**config.mk**
```make
export PLATFORM = sky130hd
export DESIGN_NAME = aes192_ctrl
export DESIGN_NICKNAME = d
export VERILOG_FILES = /design/src/rtl/aes192_pkg.sv /design/src/rtl/aes192_ctrl.sv
export SDC_FILE = /design/constraint.sdc
export NUM_CORES = 1
export LEC_CHECK = 0
export BUFFER_PORTS_ARGS = -buffer_cell sky130_fd_sc_hd__clkbuf_2
export CAP_MARGIN = 20
export CORE_MARGIN = 2
export CORE_UTILIZATION = 44
export DETAILED_ROUTE_END_ITERATION = 8
export GPL_ROUTABILITY_DRIVEN = 1
export PLACE_DENSITY = 0.69
export RECOVER_POWER = 100
export SYNTH_ARGS = -nofsm -noshare
export SYNTH_HDL_FRONTEND = slang
export SYNTH_SLANG_ARGS = --single-unit
```
**constraint.sdc**
```tcl
create_clock -name clock -period 1.8 [get_ports clock]
set_input_delay 0.45 -clock clock [delete_from_list [all_inputs] [get_ports clock]]
set_output_delay 0.45 -clock clock [all_outputs]
set_load 0.005 [all_outputs]
```
**src/rtl/aes192_pkg.sv**
```systemverilog
// ----------------------------------------------------------------------------
// AES-192 package
// Shared types, constants, S-box tables and GF(2^8) helpers.
// ----------------------------------------------------------------------------
package aes192_pkg;

   localparam int unsigned BLOCK_W = 128;
   localparam int unsigned HALF_W  = 64;
   localparam int unsigned NUM_RK  = 13;
   localparam int unsigned RK_AW   = 4;
   localparam int unsigned WCNT_W  = 6;
   localparam int unsigned CSR_AW  = 2;

   localparam logic [CSR_AW-1:0] CSR_KEY_HIGH   = 2'd0;
   localparam logic [CSR_AW-1:0] CSR_KEY_MIDDLE = 2'd1;
   localparam logic [CSR_AW-1:0] CSR_KEY_LOW    = 2'd2;

   localparam logic [WCNT_W-1:0] LAST_WORD  = 6'd51;
   localparam logic [WCNT_W-1:0] LAST_ROUND = 6'd12;
   localparam logic [RK_AW-1:0]  LAST_RK    = 4'd12;

   // Commands from the controller to the datapath.
   typedef struct packed {
      logic              load_block;
      logic              add_first;
      logic              do_round;
      logic              last_round;
      logic [RK_AW-1:0]  rk_addr;
      logic              exp_step;
      logic [WCNT_W-1:0] word_idx;
      logic              exp_rot;
      logic              out_load;
   } ctl_cmd_type;

   localparam logic [7:0] SBOX [256] = '{
      8'h63,8'h7c,8'h77,8'h7b,8'hf2,8'h6b,8'h6f,8'hc5,8'h30,8'h01,8'h67,8'h2b,8'hfe,8'hd7,8'hab,8'h76,
      8'hca,8'h82,8'hc9,8'h7d,8'hfa,8'h59,8'h47,8'hf0,8'had,8'hd4,8'ha2,8'haf,8'h9c,8'ha4,8'h72,8'hc0,
      8'hb7,8'hfd,8'h93,8'h26,8'h36,8'h3f,8'hf7,8'hcc,8'h34,8'ha5,8'he5,8'hf1,8'h71,8'hd8,8'h31,8'h15,
      8'h04,8'hc7,8'h23,8'hc3,8'h18,8'h96,8'h05,8'h9a,8'h07,8'h12,8'h80,8'he2,8'heb,8'h27,8'hb2,8'h75,
      8'h09,8'h83,8'h2c,8'h1a,8'h1b,8'h6e,8'h5a,8'ha0,8'h52,8'h3b,8'hd6,8'hb3,8'h29,8'he3,8'h2f,8'h84,
      8'h53,8'hd1,8'h00,8'hed,8'h20,8'hfc,8'hb1,8'h5b,8'h6a,8'hcb,8'hbe,8'h39,8'h4a,8'h4c,8'h58,8'hcf,
      8'hd0,8'hef,8'haa,8'hfb,8'h43,8'h4d,8'h33,8'h85,8'h45,8'hf9,8'h02,8'h7f,8'h50,8'h3c,8'h9f,8'ha8,
      8'h51,8'ha3,8'h40,8'h8f,8'h92,8'h9d,8'h38,8'hf5,8'hbc,8'hb6,8'hda,8'h21,8'h10,8'hff,8'hf3,8'hd2,
      8'hcd,8'h0c,8'h13,8'hec,8'h5f,8'h97,8'h44,8'h17,8'hc4,8'ha7,8'h7e,8'h3d,8'h64,8'h5d,8'h19,8'h73,
      8'h60,8'h81,8'h4f,8'hdc,8'h22,8'h2a,8'h90,8'h88,8'h46,8'hee,8'hb8,8'h14,8'hde,8'h5e,8'h0b,8'hdb,
      8'he0,8'h32,8'h3a,8'h0a,8'h49,8'h06,8'h24,8'h5c,8'hc2,8'hd3,8'hac,8'h62,8'h91,8'h95,8'he4,8'h79,
      8'he7,8'hc8,8'h37,8'h6d,8'h8d,8'hd5,8'h4e,8'ha9,8'h6c,8'h56,8'hf4,8'hea,8'h65,8'h7a,8'hae,8'h08,
      8'hba,8'h78,8'h25,8'h2e,8'h1c,8'ha6,8'hb4,8'hc6,8'he8,8'hdd,8'h74,8'h1f,8'h4b,8'hbd,8'h8b,8'h8a,
      8'h70,8'h3e,8'hb5,8'h66,8'h48,8'h03,8'hf6,8'h0e,8'h61,8'h35,8'h57,8'hb9,8'h86,8'hc1,8'h1d,8'h9e,
      8'he1,8'hf8,8'h98,8'h11,8'h69,8'hd9,8'h8e,8'h94,8'h9b,8'h1e,8'h87,8'he9,8'hce,8'h55,8'h28,8'hdf,
      8'h8c,8'ha1,8'h89,8'h0d,8'hbf,8'he6,8'h42,8'h68,8'h41,8'h99,8'h2d,8'h0f,8'hb0,8'h54,8'hbb,8'h16
   };

   localparam logic [7:0] INV_SBOX [256] = '{
      8'h52,8'h09,8'h6a,8'hd5,8'h30,8'h36,8'ha5,8'h38,8'hbf,8'h40,8'ha3,8'h9e,8'h81,8'hf3,8'hd7,8'hfb,
      8'h7c,8'he3,8'h39,8'h82,8'h9b,8'h2f,8'hff,8'h87,8'h34,8'h8e,8'h43,8'h44,8'hc4,8'hde,8'he9,8'hcb,
      8'h54,8'h7b,8'h94,8'h32,8'ha6,8'hc2,8'h23,8'h3d,8'hee,8'h4c,8'h95,8'h0b,8'h42,8'hfa,8'hc3,8'h4e,
      8'h08,8'h2e,8'ha1,8'h66,8'h28,8'hd9,8'h24,8'hb2,8'h76,8'h5b,8'ha2,8'h49,8'h6d,8'h8b,8'hd1,8'h25,
      8'h72,8'hf8,8'hf6,8'h64,8'h86,8'h68,8'h98,8'h16,8'hd4,8'ha4,8'h5c,8'hcc,8'h5d,8'h65,8'hb6,8'h92,
      8'h6c,8'h70,8'h48,8'h50,8'hfd,8'hed,8'hb9,8'hda,8'h5e,8'h15,8'h46,8'h57,8'ha7,8'h8d,8'h9d,8'h84,
      8'h90,8'hd8,8'hab,8'h00,8'h8c,8'hbc,8'hd3,8'h0a,8'hf7,8'he4,8'h58,8'h05,8'hb8,8'hb3,8'h45,8'h06,
      8'hd0,8'h2c,8'h1e,8'h8f,8'hca,8'h3f,8'h0f,8'h02,8'hc1,8'haf,8'hbd,8'h03,8'h01,8'h13,8'h8a,8'h6b,
      8'h3a,8'h91,8'h11,8'h41,8'h4f,8'h67,8'hdc,8'hea,8'h97,8'hf2,8'hcf,8'hce,8'hf0,8'hb4,8'he6,8'h73,
      8'h96,8'hac,8'h74,8'h22,8'he7,8'had,8'h35,8'h85,8'he2,8'hf9,8'h37,8'he8,8'h1c,8'h75,8'hdf,8'h6e,
      8'h47,8'hf1,8'h1a,8'h71,8'h1d,8'h29,8'hc5,8'h89,8'h6f,8'hb7,8'h62,8'h0e,8'haa,8'h18,8'hbe,8'h1b,
      8'hfc,8'h56,8'h3e,8'h4b,8'hc6,8'hd2,8'h79,8'h20,8'h9a,8'hdb,8'hc0,8'hfe,8'h78,8'hcd,8'h5a,8'hf4,
      8'h1f,8'hdd,8'ha8,8'h33,8'h88,8'h07,8'hc7,8'h31,8'hb1,8'h12,8'h10,8'h59,8'h27,8'h80,8'hec,8'h5f,
      8'h60,8'h51,8'h7f,8'ha9,8'h19,8'hb5,8'h4a,8'h0d,8'h2d,8'he5,8'h7a,8'h9f,8'h93,8'hc9,8'h9c,8'hef,
      8'ha0,8'he0,8'h3b,8'h4d,8'hae,8'h2a,8'hf5,8'hb0,8'hc8,8'heb,8'hbb,8'h3c,8'h83,8'h53,8'h99,8'h61,
      8'h17,8'h2b,8'h04,8'h7e,8'hba,8'h77,8'hd6,8'h26,8'he1,8'h69,8'h14,8'h63,8'h55,8'h21,8'h0c,8'h7d
   };

   function automatic logic [7:0] xtime(input logic [7:0] a);
      return {a[6:0], 1'b0} ^ (a[7] ? 8'h1b : 8'h00);
   endfunction

   function automatic logic [31:0] mix_col(input logic [31:0] c);
      logic [7:0] a0, a1, a2, a3;
      a0 = c[31:24]; a1 = c[23:16]; a2 = c[15:8]; a3 = c[7:0];
      return {xtime(a0) ^ xtime(a1) ^ a1 ^ a2 ^ a3,
              a0 ^ xtime(a1) ^ xtime(a2) ^ a2 ^ a3,
              a0 ^ a1 ^ xtime(a2) ^ xtime(a3) ^ a3,
              xtime(a0) ^ a0 ^ a1 ^ a2 ^ xtime(a3)};
   endfunction

   // InvMixColumns as MixColumns after a pre-multiply by {04}x^2 + {05}.
   function automatic logic [31:0] inv_mix_col(input logic [31:0] c);
      logic [7:0] a0, a1, a2, a3, u, v;
      a0 = c[31:24]; a1 = c[23:16]; a2 = c[15:8]; a3 = c[7:0];
      u = xtime(xtime(a0 ^ a2));
      v = xtime(xtime(a1 ^ a3));
      return mix_col({a0 ^ u, a1 ^ v, a2 ^ u, a3 ^ v});
   endfunction

   function automatic logic [BLOCK_W-1:0] inv_mix_block(input logic [BLOCK_W-1:0] s);
      return {inv_mix_col(s[127:96]), inv_mix_col(s[95:64]),
              inv_mix_col(s[63:32]), inv_mix_col(s[31:0])};
   endfunction

endpackage

```
**src/rtl/aes192_ctrl.sv**
```systemverilog
// ----------------------------------------------------------------------------
// AES-192 controller
// Sequences key expansion, cipher rounds and the result handoff.
// ----------------------------------------------------------------------------
module aes192_ctrl import aes192_pkg::*; (
   input  logic              clock,
   input  logic              reset,
   input  logic              req_valid,
   output logic              req_stall,
   output logic              rsp_valid,
   input  logic              rsp_stall,
   input  logic              csr_valid,
   output logic              csr_ready,
   input  logic [CSR_AW-1:0] csr_index,
   output ctl_cmd_type       cmd
);

   localparam logic [1:0] S_IDLE   = 2'd0;
   localparam logic [1:0] S_EXPAND = 2'd1;
   localparam logic [1:0] S_RUN    = 2'd2;
   localparam logic [1:0] S_DONE   = 2'd3;

   logic [1:0]        state_ff, state_in;
   logic [WCNT_W-1:0] cnt_ff, cnt_in;
   logic [2:0]        mod6_ff, mod6_in;
   logic              rsp_valid_ff, rsp_valid_in;
   logic              key_write;
   logic              out_free;

   assign key_write = csr_valid && csr_ready &&
                      (csr_index == CSR_KEY_HIGH || csr_index == CSR_KEY_MIDDLE ||
                       csr_index == CSR_KEY_LOW);
   assign csr_ready = (state_ff == S_IDLE);
   assign req_stall = (state_ff != S_IDLE) || csr_valid;
   assign out_free  = !rsp_valid_ff || !rsp_stall;
   assign rsp_valid = rsp_valid_ff;

   always_comb begin
      state_in     = state_ff;
      cnt_in       = cnt_ff;
      mod6_in      = mod6_ff;
      rsp_valid_in = rsp_valid_ff && rsp_stall;
      cmd          = '0;
      unique case (state_ff)
         S_IDLE: begin
            if (key_write) begin
               state_in = S_EXPAND;
               cnt_in   = '0;
               mod6_in  = '0;
            end else if (req_valid && !req_stall) begin
               state_in       = S_RUN;
               cnt_in         = '0;
               cmd.load_block = 1'b1;
            end
         end
         S_EXPAND: begin
            cmd.exp_step = 1'b1;
            cmd.word_idx = cnt_ff;
            cmd.exp_rot  = (mod6_ff == 3'd0) && (cnt_ff != '0);
            mod6_in      = (mod6_ff == 3'd5) ? 3'd0 : mod6_ff + 3'd1;
            cnt_in       = cnt_ff + 1'b1;
            if (cnt_ff == LAST_WORD) begin
               state_in = S_IDLE;
            end
         end
         S_RUN: begin
            cmd.add_first  = (cnt_ff == '0);
            cmd.do_round   = (cnt_ff != '0);
            cmd.last_round = (cnt_ff == LAST_ROUND);
            cmd.rk_addr    = (cnt_ff == LAST_ROUND) ? LAST_RK : cnt_ff[RK_AW-1:0] + 1'b1;
            cnt_in         = cnt_ff + 1'b1;
            if (cnt_ff == LAST_ROUND) begin
               state_in = S_DONE;
            end
         end
         S_DONE: begin
            if (out_free) begin
               cmd.out_load = 1'b1;
               rsp_valid_in = 1'b1;
               state_in     = S_IDLE;
            end
         end
         default: state_in = S_IDLE;
      endcase
   end

   always_ff @(posedge clock) begin
      if (reset) begin
         state_ff     <= S_IDLE;
         cnt_ff       <= '0;
         mod6_ff      <= '0;
         rsp_valid_ff <= 1'b0;
      end else begin
         state_ff     <= state_in;
         cnt_ff       <= cnt_in;
         mod6_ff      <= mod6_in;
         rsp_valid_ff <= rsp_valid_in;
      end
   end

endmodule

```
# Yosys cells after proc, flatten, opt, wreduce, memory -nomap -nowiden
# Index checks and enable logic that the tools add are counted.
# classes
n_eq_ne,13
n_mux,22
reduce_logical,24
add_sub_neg,3
# ops
operator,n
$mux W6,2
$pmux W6 S2,1
$mux W2,5
$mux W8,1
$pmux W2 S4,1
$mux W1,7
$mux W7,1
$add A6 B1 Y6 const B,1
$eq A2 B2 Y1 const B,3
$eq A6 B4 Y1 const B,1
$eq A6 B6 Y1 const B,1
$logic_not A6 Y1,1
$mux W3,2
$ne A2 B2 Y1 const B,3
$pmux W3 S2,1
$reduce_bool A2 Y1,3
$reduce_bool A6 Y1,1
$logic_and A1 B1 Y1,5
$add A4 B1 Y4 const B,1
$eq A2 B1 Y1 const B,2
$logic_not A2 Y1,2
$logic_or A1 B1 Y1,4
$mux W4,1
$reduce_and A2 Y1,2
8 further kinds,10
# totals
output_inout_bits,20
ff_bits,12
elab_cells,66
inputBits,7

# Logic depth before layout (Yosys ltp)
# logic_depth
depth_word,7
mapped_depth,6
mapped_depth_nobuf,6

# Least setup slack after synthesis
# Ideal clock, no wire load.
# synth_path
path_type,register -> output
from,register cnt_ff[0]
to,output cmd[10] in the netlist's numbering
required_ns,1.350
path_stages_with_launch,6
n_path_buf,0
arrival_time_ns,1.383
setup_slack_ns,-0.033
cell_sequence,dfxtp_1 > inv_1 > ha_1 > or3b_4 > or2_2 > and3_1
# synth_rtl
element,line_no,rtl
"start, declared",aes192_ctrl.sv:24,"logic [WCNT_W-1:0] cnt_ff, cnt_in;"
"start signal, assigned",aes192_ctrl.sv:95,cnt_ff <= cnt_in;
"end, declared",aes192_ctrl.sv:15,output ctl_cmd_type cmd

==> impl.org <==
** Synth
- After synthesis, the netlist uses 35 different library cells.
- The synthesized design contains 0 enable-type register cells.
- Cell with the most instances after synthesis :: sky130_fd_sc_hd__dfxtp_1
- The commonest cells after synthesis are 12 x sky130_fd_sc_hd__dfxtp_1, 10 x sky130_fd_sc_hd__a21oi_1, 10 x sky130_fd_sc_hd__inv_1, 7 x sky130_fd_sc_hd__and2_1, 7 x sky130_fd_sc_hd__nand2_1.
- Synthesized area divided by synthesized cell count :: 7.80 µm²
- After Yosys synthesis, and, or, nand and nor cells account for 32.7% of the synthesized area.
- Compound-Gate Fraction of Synth Area :: 19.0%
- Most frequently used flop master after synthesis :: sky130_fd_sc_hd__dfxtp_1
- The biggest area contributor in the post-synthesis netlist is sky130_fd_sc_hd__dfxtp_1.
- Sequential elements use 28.0% of the synthesized area.
- Synthesized cell area :: 858 µm²
- Multiplexer area fraction after synthesis :: 3.50%
- Xor and xnor area share after synthesis :: 2.04%
- Yosys warnings :: 0
- Area share of the largest cell type after synthesis :: 28.0%
- After technology mapping, the gate count stands at 110.
- By area, the combinational part of the netlist is dominated by simple AND/OR/NAND/NOR gates.
- Number of register bits inferred by synthesis :: 12
- Cell types occupying the most area after synthesis :: sky130_fd_sc_hd__dfxtp_1 28%, sky130_fd_sc_hd__ha_1 8.7%, sky130_fd_sc_hd__a21oi_1 5.8%
- When the netlist entered floorplanning its net count stood at 123.
- Synth Area in Adders :: 8.75%
- In the synthesized netlist the async set-or-reset flop fraction comes to 0%.

** Pwr
- For this design the ratio of total power to cell area is 1050 nW/µm².
- After layout, the design draws a total of 1260 µW.
- VDD sags by at most 0.821 mV.
- Leakage component of the power :: 0.000519 µW

** CTS
- TritonCTS built the clock tree.
- Number of levels the H-tree was split into :: 1
- Clock Path Buffers :: 2
- The clock drives 12 sinks.
- Worst-Skew Late Latency :: 0.27 ns
- CTS root buf :: sky130_fd_sc_hd__clkbuf_4
- Total clock buffers created by CTS :: 3
- Clock-pin slew on the worst setup and hold paths :: 0.08 ns

** STA
- Highest clock rate :: 472 MHz
- For the pin with the worst max-slew slack, the measured transition is 0.449 ns.
- Minimum clock period after layout :: 2.12 ns
- Final count of hold timing violations :: 0
- Total of endpoints with negative setup slack in the final report :: 8
- Worst Setup Slack, final :: -0.321 ns
- In this run the tightest slew margin relative to its limit is 70.1%.
- The number of max-slew violations in the final report was 0.
- Setup repair after global routing could not meet its margin everywhere.
- Clock skew on the completed layout was measured at 0.000486 ns.
- Total Negative Setup Slacks :: -2.26 ns
- After layout, the worst path uses 118% of the clock period.

** Detailed routing
- The detailed router placed 915 vias in this run.
- The first detailed-routing pass took 4 iterations.
- The count of nets left with antenna violations once routing finished came out at 0.
- The detailed router finished its first iteration with 13 violations.
- WL final :: 2360 µm
- Dividing the detail-routed wire length by the instance count gives 13.8 µm.
- After detailed routing, the number of vias per cell comes to 5.35.
- Drt drc :: 0

** Floorplan
- Std-Cell Core Area :: 1780 µm²
- The die covers 2320 µm².
- Initial Utilization :: 48.1%
- Row generation in the floorplan step produced 15 rows.
- Count of boundary I/O pins :: 27
- Chip Width :: 48.2 µm
- Die boundary height :: 48.2 µm

** Setup path
- Worst R2R End :: state_ff[1]
- Type of the setup path with the least slack :: flop to output port
- Data arrives at the worst endpoint at 1.67 ns.
- In this run the worst path has a maximum fanout of 4.
- R2R setup slack :: 0.06 ns
- STA classifies the critical path endpoint as an output port.
- The number of cells on the worst reg-to-reg path is 6.
- The worst register-to-register path begins at cnt_ff[0].
- Data on the critical path is required at its endpoint by 1.35 ns.
- Kind of start point of the critical path :: flop

** Cells and area
- The finished cells cover 1200 µm².
- The filler cells instantiated in the layout total 155.
- Final antenna diode count :: 0
- Non-filler cells, final :: 171
- In the final design database the tool counted 161 nets.
- Compared with the post-synthesis result, the final layout area differs by 39.7%.
- In the final layout, the share of cells above drive strength 1 is 41.8%.

** Flow run
- The tool flagged a number of max-cap violations equal to 0.

** Global route
- The initial antenna violation count came to 0.
- The first global-routing pass estimated 3340 µm of wire.
- Global routing used 20.8% of the available tracks.
- Remaining global-route overflow :: 0
- The via count of the first global-routing pass is 762.
- Pin count of the biggest net entering global routing :: 14

** Worst hold path
- Along the worst hold path, the cell count comes to 3.
- Worst min-delay path startpoint :: rsp_stall
- Worst hold endpoint :: rsp_valid
- The path class of the tightest hold or removal check is input port to flop.

** Outcome
- Violated checks :: negative setup slack
- Status :: finished, violations left

** Place
- Routability-driven placement finished with a final weighted congestion of 0.820.
- Post-DP HPWL :: 1700 µm
- Once placement completed, the tool counted placed cells totaling 167.
- In this run the tool buffered the top-level ports with 26 buffer cells.
- Area of placed instances :: 1070 µm²
==> worst max-delay path, stage by stage, from the launching register on <==
cell and delay [ns]:
sky130_fd_sc_hd__dfxtp_2 0.33, sky130_fd_sc_hd__inv_2 0.06, sky130_fd_sc_hd__ha_4 0.11, sky130_fd_sc_hd__or3b_4 0.37
sky130_fd_sc_hd__or2_4 0.26, sky130_fd_sc_hd__and3_4 0.16, sky130_fd_sc_hd__buf_6 0.11
==> registers in the layout (all words and copies together), names as in the netlist <==
register and cells:
rsp_valid 1, state_ff 2, mod6_ff 3, cnt_ff 6
==> metrics by stage <==
stage                     setup WS [ns]  utilization, %  hold slack [ns]
final                            -0.321            67.2            0.439
after global routing             -0.377            67.2            0.471
after CTS                        -0.336            64.1            0.443
after detailed placement        -0.0462            60.3            0.465
after global placement          -0.0288            60.3            0.455
after floorplan                  0.0325               -            0.444
==> layout make-up <==
cell class	count	area (µm²)	area share, %
multi-input cells	85	647	54.0
flip-flops and latches	12	249	20.8
repair buffers	36	211	17.6
inverters	10	37.5	3.13
well taps	25	31.3	2.61
clock buffers	3	22.5	1.88
==> routing by layer <==
metal  global-route usage, %  vias up  share of wire, %
met2                    36.8       20                52
met1                    23.9      431                43
met3                    7.04        4               4.1
met5                       0        -                 0
met4                    4.86        0               1.0
li1                        -      460                 -
==> worst max-delay path by stage <==
stage               depth (start not counted)  endpoint      start  slack [ns]
floorplan                                   5   cmd[10]  cnt_ff[0]        0.03
global placement                            6   cmd[10]  cnt_ff[0]       -0.03
detailed placement                          6   cmd[10]  cnt_ff[0]       -0.05
CTS                                         6   cmd[10]  cnt_ff[0]       -0.34
global route                                6   cmd[11]  cnt_ff[0]       -0.38
finish                                      6   cmd[10]  cnt_ff[0]       -0.32
==> cell families after synthesis <==
kind of cell | after synthesis
XOR/XNOR | 2
buffers and inverters | 13
AND/OR/NAND/NOR | 48
adder cells (fa/ha/maj) | 6
flip-flops | 12
AO/OA/AOI/OAI | 26
multiplexers | 3
==> report_power, final <==
part	switching (µW)	total, µW	internal [µW]
sequential	35.3	339	304
combinational	382	755	372
clock	93.2	171	77.5
total	511	1260	754
==> repair_timing <==
item,4_1_cts,5_1_grt
endpoints found under the setup margin,13,14
gates resized for setup,11,16
setup buffers,1,0
hold buffers,0,0
pin swaps,2,2
cloned,0,0
==> cells in the final DEF, fill, tap and decap left out, types with 4 or more instances in the layout <==
cell and count:
sky130_fd_sc_hd__clkbuf_2 22, sky130_fd_sc_hd__inv_2 4, sky130_fd_sc_hd__and2_1 7, sky130_fd_sc_hd__buf_4 10, sky130_fd_sc_hd__dfxtp_1 7, sky130_fd_sc_hd__nor2_1 6, sky130_fd_sc_hd__a21oi_1 9, sky130_fd_sc_hd__dfxtp_2 4
sky130_fd_sc_hd__o21ai_0 5, sky130_fd_sc_hd__o31ai_1 4, sky130_fd_sc_hd__inv_1 6, sky130_fd_sc_hd__nand3_1 6, sky130_fd_sc_hd__nand2_1 7
No activity file was read; power rests on OpenSTA's default activity.
